--- src/cnt_pkg.sv ---
// ----------------------------------------------------------------------------
// Compacting name table package
// Shared types, codes and defaults for the name table and its cells.
// ----------------------------------------------------------------------------
package cnt_pkg;

    localparam int CAPACITY_DEF = 32;

    localparam logic [1:0] FUNC_CREATE = 2'd0;
    localparam logic [1:0] FUNC_DELETE = 2'd1;
    localparam logic [1:0] FUNC_LIST   = 2'd2;

    typedef enum logic [2:0] {
        ST_CREATED    = 3'd0,
        ST_FULL       = 3'd1,
        ST_DELETED    = 3'd2,
        ST_NOT_FOUND  = 3'd3,
        ST_LIST_ENTRY = 3'd4,
        ST_LIST_EMPTY = 3'd5
    } t_status;

    typedef struct packed {
        logic [63:0] name_a;
        logic [63:0] name_b;
        logic [31:0] name_c;
    } t_name;

    typedef struct packed {
        logic [1:0]  func;
        logic [63:0] name_a;
        logic [63:0] name_b;
        logic [31:0] name_c;
    } t_in_item;

    typedef struct packed {
        t_status     status;
        logic [63:0] out_name_a;
        logic [63:0] out_name_b;
        logic [31:0] out_name_c;
        logic [5:0]  occupancy;
        logic        last;
    } t_out_item;

    typedef enum logic [1:0] {
        CELL_HOLD,
        CELL_LOAD,
        CELL_SHIFT,
        CELL_WRAP
    } t_cell_op;

    typedef enum logic [1:0] {
        S_IDLE,
        S_EXEC,
        S_LIST
    } t_state;

endpackage

--- src/cnt_cell.sv ---
// ----------------------------------------------------------------------------
// Name table cell
// Holds one stored name, loads, shifts or wraps it, and registers a match.
// ----------------------------------------------------------------------------
module cnt_cell (
    input  logic              i_clk,
    input  cnt_pkg::t_cell_op i_op,
    input  cnt_pkg::t_name    i_load,
    input  cnt_pkg::t_name    i_up,
    input  cnt_pkg::t_name    i_wrap,
    input  cnt_pkg::t_name    i_key,
    input  logic              i_cmp_en,
    output cnt_pkg::t_name    o_name,
    output logic              o_match
);
    import cnt_pkg::*;

    t_name r_name;
    logic  r_match;

    always_ff @(posedge i_clk) begin
        unique case (i_op)
            CELL_LOAD:  r_name <= i_load;
            CELL_SHIFT: r_name <= i_up;
            CELL_WRAP:  r_name <= i_wrap;
            default:    r_name <= r_name;
        endcase
        if (i_cmp_en) begin
            r_match <= (r_name == i_key);
        end
    end

    assign o_name  = r_name;
    assign o_match = r_match;

endmodule

--- config.mk ---
export PLATFORM = sky130hd
export DESIGN_NAME = cnt_cell
export DESIGN_NICKNAME = d
export VERILOG_FILES = /design/src/cnt_pkg.sv /design/src/cnt_cell.sv
export SDC_FILE = /design/constraint.sdc
export NUM_CORES = 1
export LEC_CHECK = 0
export ABC_CLOCK_PERIOD_IN_PS = 5800
export BUFFER_PORTS_ARGS = -buffer_cell sky130_fd_sc_hd__buf_4
export CAP_MARGIN = 20
export CORE_AREA = 2 2 312 314
export DETAILED_ROUTE_END_ITERATION = 6
export DIE_AREA = 0 0 314 316
export GPL_TIMING_DRIVEN = 0
export PLACE_DENSITY = 0.38
export SLEW_MARGIN = 20
export SYNTH_ARGS = -nofsm -noshare
export SYNTH_HDL_FRONTEND = slang
export SYNTH_SLANG_ARGS = --single-unit
--- constraint.sdc ---
create_clock -name i_clk -period 5.8 [get_ports i_clk]
set_clock_uncertainty 0.05 [all_clocks]
set_input_delay 1.45 -clock i_clk [delete_from_list [all_inputs] [get_ports i_clk]]
set_output_delay 1.45 -clock i_clk [all_outputs]
set_load 0.1 [all_outputs]
==> results_dict.tcl <==
set metrics [dict create \
    rows 114 \
    synth_area_um2 9870 \
    via_per_inst 3.53 \
    synth_flop_cell "edfxtp_1" \
    syn_avg_cell_area_um2 10.8 \
    finalCriticalPeriod_ps 3670 \
    drt-total-wl_um 80200 \
    portBuffers 802 \
    final-setup-viol-count 0 \
    die-area_um2 99200 \
    ctsHoldBuffers 0 \
    yosysMostFrequentCell "edfxtp_1" \
    tritoncts "yes" \
    grt-ovfl-total 0 \
    critPathLaunchType "input pin" \
    drc_errors 0 \
    crit_arrival_ps 3800 \
    peakVddDrop_mv 0.199 \
    crit_required_ps 5930 \
    fmax_mhz 272 \
    syn2layout_area_growth_pct 84.7 \
    pwr_density_cell_nw_per_um2 277 \
    core-area_um2 96000 \
    ios 805 \
    power_leakage_uw 0.00786 \
    die_h_um 316 \
    yosysUniqueCellTypes 20 \
    gp_congestion 0.899 \
    min_path_type "flip-flop to flip-flop" \
    timing.setup.tns_ps 0 \
    slew_headroom_pct 30.3 \
    cp-end-kind "flip-flop" \
    synth_top_cell_by_area "edfxtp_1" \
    yosysWarnings 0 \
    dp.cells 2997 \
    cts_buffers 17 \
    synth_seq_cells 161 \
    antenna_found_initial 3 \
    period_share_pct 63.3 \
    antenna_left 0 \
    cts_resized 0 \
    first_pass_iters 4 \
    critPathMaxFanout 43 \
    die_w_um 314 \
    start_util_pct 10.3 \
    wl_per_cell_um 26.5 \
    worstSetupPathType "input pin to flip-flop" \
    worst_pin_slew_ps 1050 \
    synth_top_area_share_pct 49.0 \
    drive_above_1_share_pct 49.6 \
    post_cts_buffers 0 \
    grt_pass1_wl_um 102000 \
    status "finished, final reports clean" \
    finalMaxSlewViolations 0 \
    cts-htree-levels 4 \
    track_usage_pct 15.7 \
    clock_latency_ps 510 \
    cts_sinks 161 \
    stdcell_count 3029 \
    drv_cap 0 \
    synth_edf_count 161 \
    synth.net_count 1555 \
    finalHoldViolations 0 \
    synthCells 911 \
    synthTopCellsByCount "edfxtp_1, a21oi_1, mux2i_1, nor2_1, xnor2_1" \
    grt_pass1_vias 11595 \
    dp.final_hpwl_um 69200 \
    rsz0062_at_grt "false" \
    yosys-top-cells-area "edfxtp_1, mux2i_1, xnor2_1" \
    ys_seq_area_share_pct 49.0 \
    grt_start_max_net_pins 44 \
    async_flop_share_pct 0 \
    finalNetCount 2384 \
    via_count 10678 \
    clk_path_buf_depth 2 \
    cts-root-buf "clkbuf_16" \
    clkTransAtPathRegs_ps 70 \
    drtIter0Drc 492 \
]
-- sequential cells by signal (all words and copies together) (netlist names) --
name,count
o_match,1
o_name,160
-- layout make-up --
| type | count | area [µm²] |
|---|---|---|
| repair buffers | 810 | 6170 |
| diodes | 3 | 7.51 |
| clock inverters | 11 | 123 |
| clock buffers | 18 | 429 |
| plain buffers | 54 | 259 |
| well taps | 1276 | 1600 |
| inverters | 2 | 7.51 |
| multi-input cells | 694 | 4800 |
| fillers | 10753 | 77800 |
| flip-flops and latches | 161 | 4830 |
-- cells in the final DEF (no fill, tap or decap), types with 2 or more instances in the layout --
cell | Yosys | layout
a21oi_1 | 160 | 160
buf_12 | 0 | 2
buf_16 | 0 | 3
buf_2 | 12 | 13
buf_4 | 7 | 810
bufinv_16 | 0 | 3
clkbuf_1 | 33 | 28
clkbuf_16 | 0 | 17
clkbuf_2 | 0 | 6
clkbuf_4 | 2 | 2
clkinv_1 | 0 | 6
clkinv_2 | 0 | 2
diode_2 | 0 | 3
edfxtp_1 | 161 | 161
inv_1 | 2 | 2
mux2i_1 | 160 | 160
nand4_1 | 37 | 37
nor2_1 | 160 | 160
nor4_1 | 12 | 8
nor4_2 | 2 | 6
xnor2_1 | 137 | 137
xor2_1 | 20 | 20
-- worst max-delay path, stage by stage --
cell and delay (ps):
buf_2 350, buf_2 510, buf_4 340, or2_4 480
buf_12 290, buf_16 260
-- logic make-up (layout without fill, tap and decap cells) --
group           after synthesis  after routing  share of synthesized area, %
simple gates                214            214                          9.76
compound gates              162            162                          8.30
flops                       161            161                          49.0
mux                         160            160                          16.2
xor+xnor                    158            158                          14.1
buf+inv                      56            895                          2.62
other cells                   0              3                             0
-- worst paths after layout --
path                                  start    endpoint  slack [ps]  cells after the start
worst min register to register   o_name[89]     o_match         910                      4
worst min-delay path             o_name[89]     o_match         910                      4
worst max-delay path                i_op[0]  o_name[64]        2130                      6
worst max register to register  o_name[151]     o_match        2840                      5
-- metal layers --
layer / GRT usage (%) / vias to the layer above / routed length [µm]
li1: - / 4968 / -
met1: 19.1 / 5098 / 33800
met2: 27.3 / 547 / 39900
met3: 3.88 / 61 / 4990
met4: 4.19 / 4 / 1500
met5: 0 / - / 29
-- per-stage QoR --
stage | setup WS, ps | total power, µW | area (µm²) | hold WS (ps) | util [%]
CTS | 2090 | 5150 | 18200 | 943 | 19.0
global route | 2070 | 5240 | 18200 | 971 | 19.0
finish | 2130 | 5050 | 18200 | 912 | 19.0
detailed placement | 1510 | 3900 | 17700 | 946 | 18.4
floorplan | 1330 | 2920 | 9870 | 1290 | -
global placement | -1260 | 3890 | 17500 | 951 | 18.2
-- power breakdown --
group	leakage [µW]	total [µW]	switching [µW]	internal, µW
logic	0.00597	2230	1570	664
clock network	0.000270	1210	554	657
registers	0.00162	1610	159	1450
total	0.00786	5050	2280	2770
No activity file was read; power rests on OpenSTA's default activity.
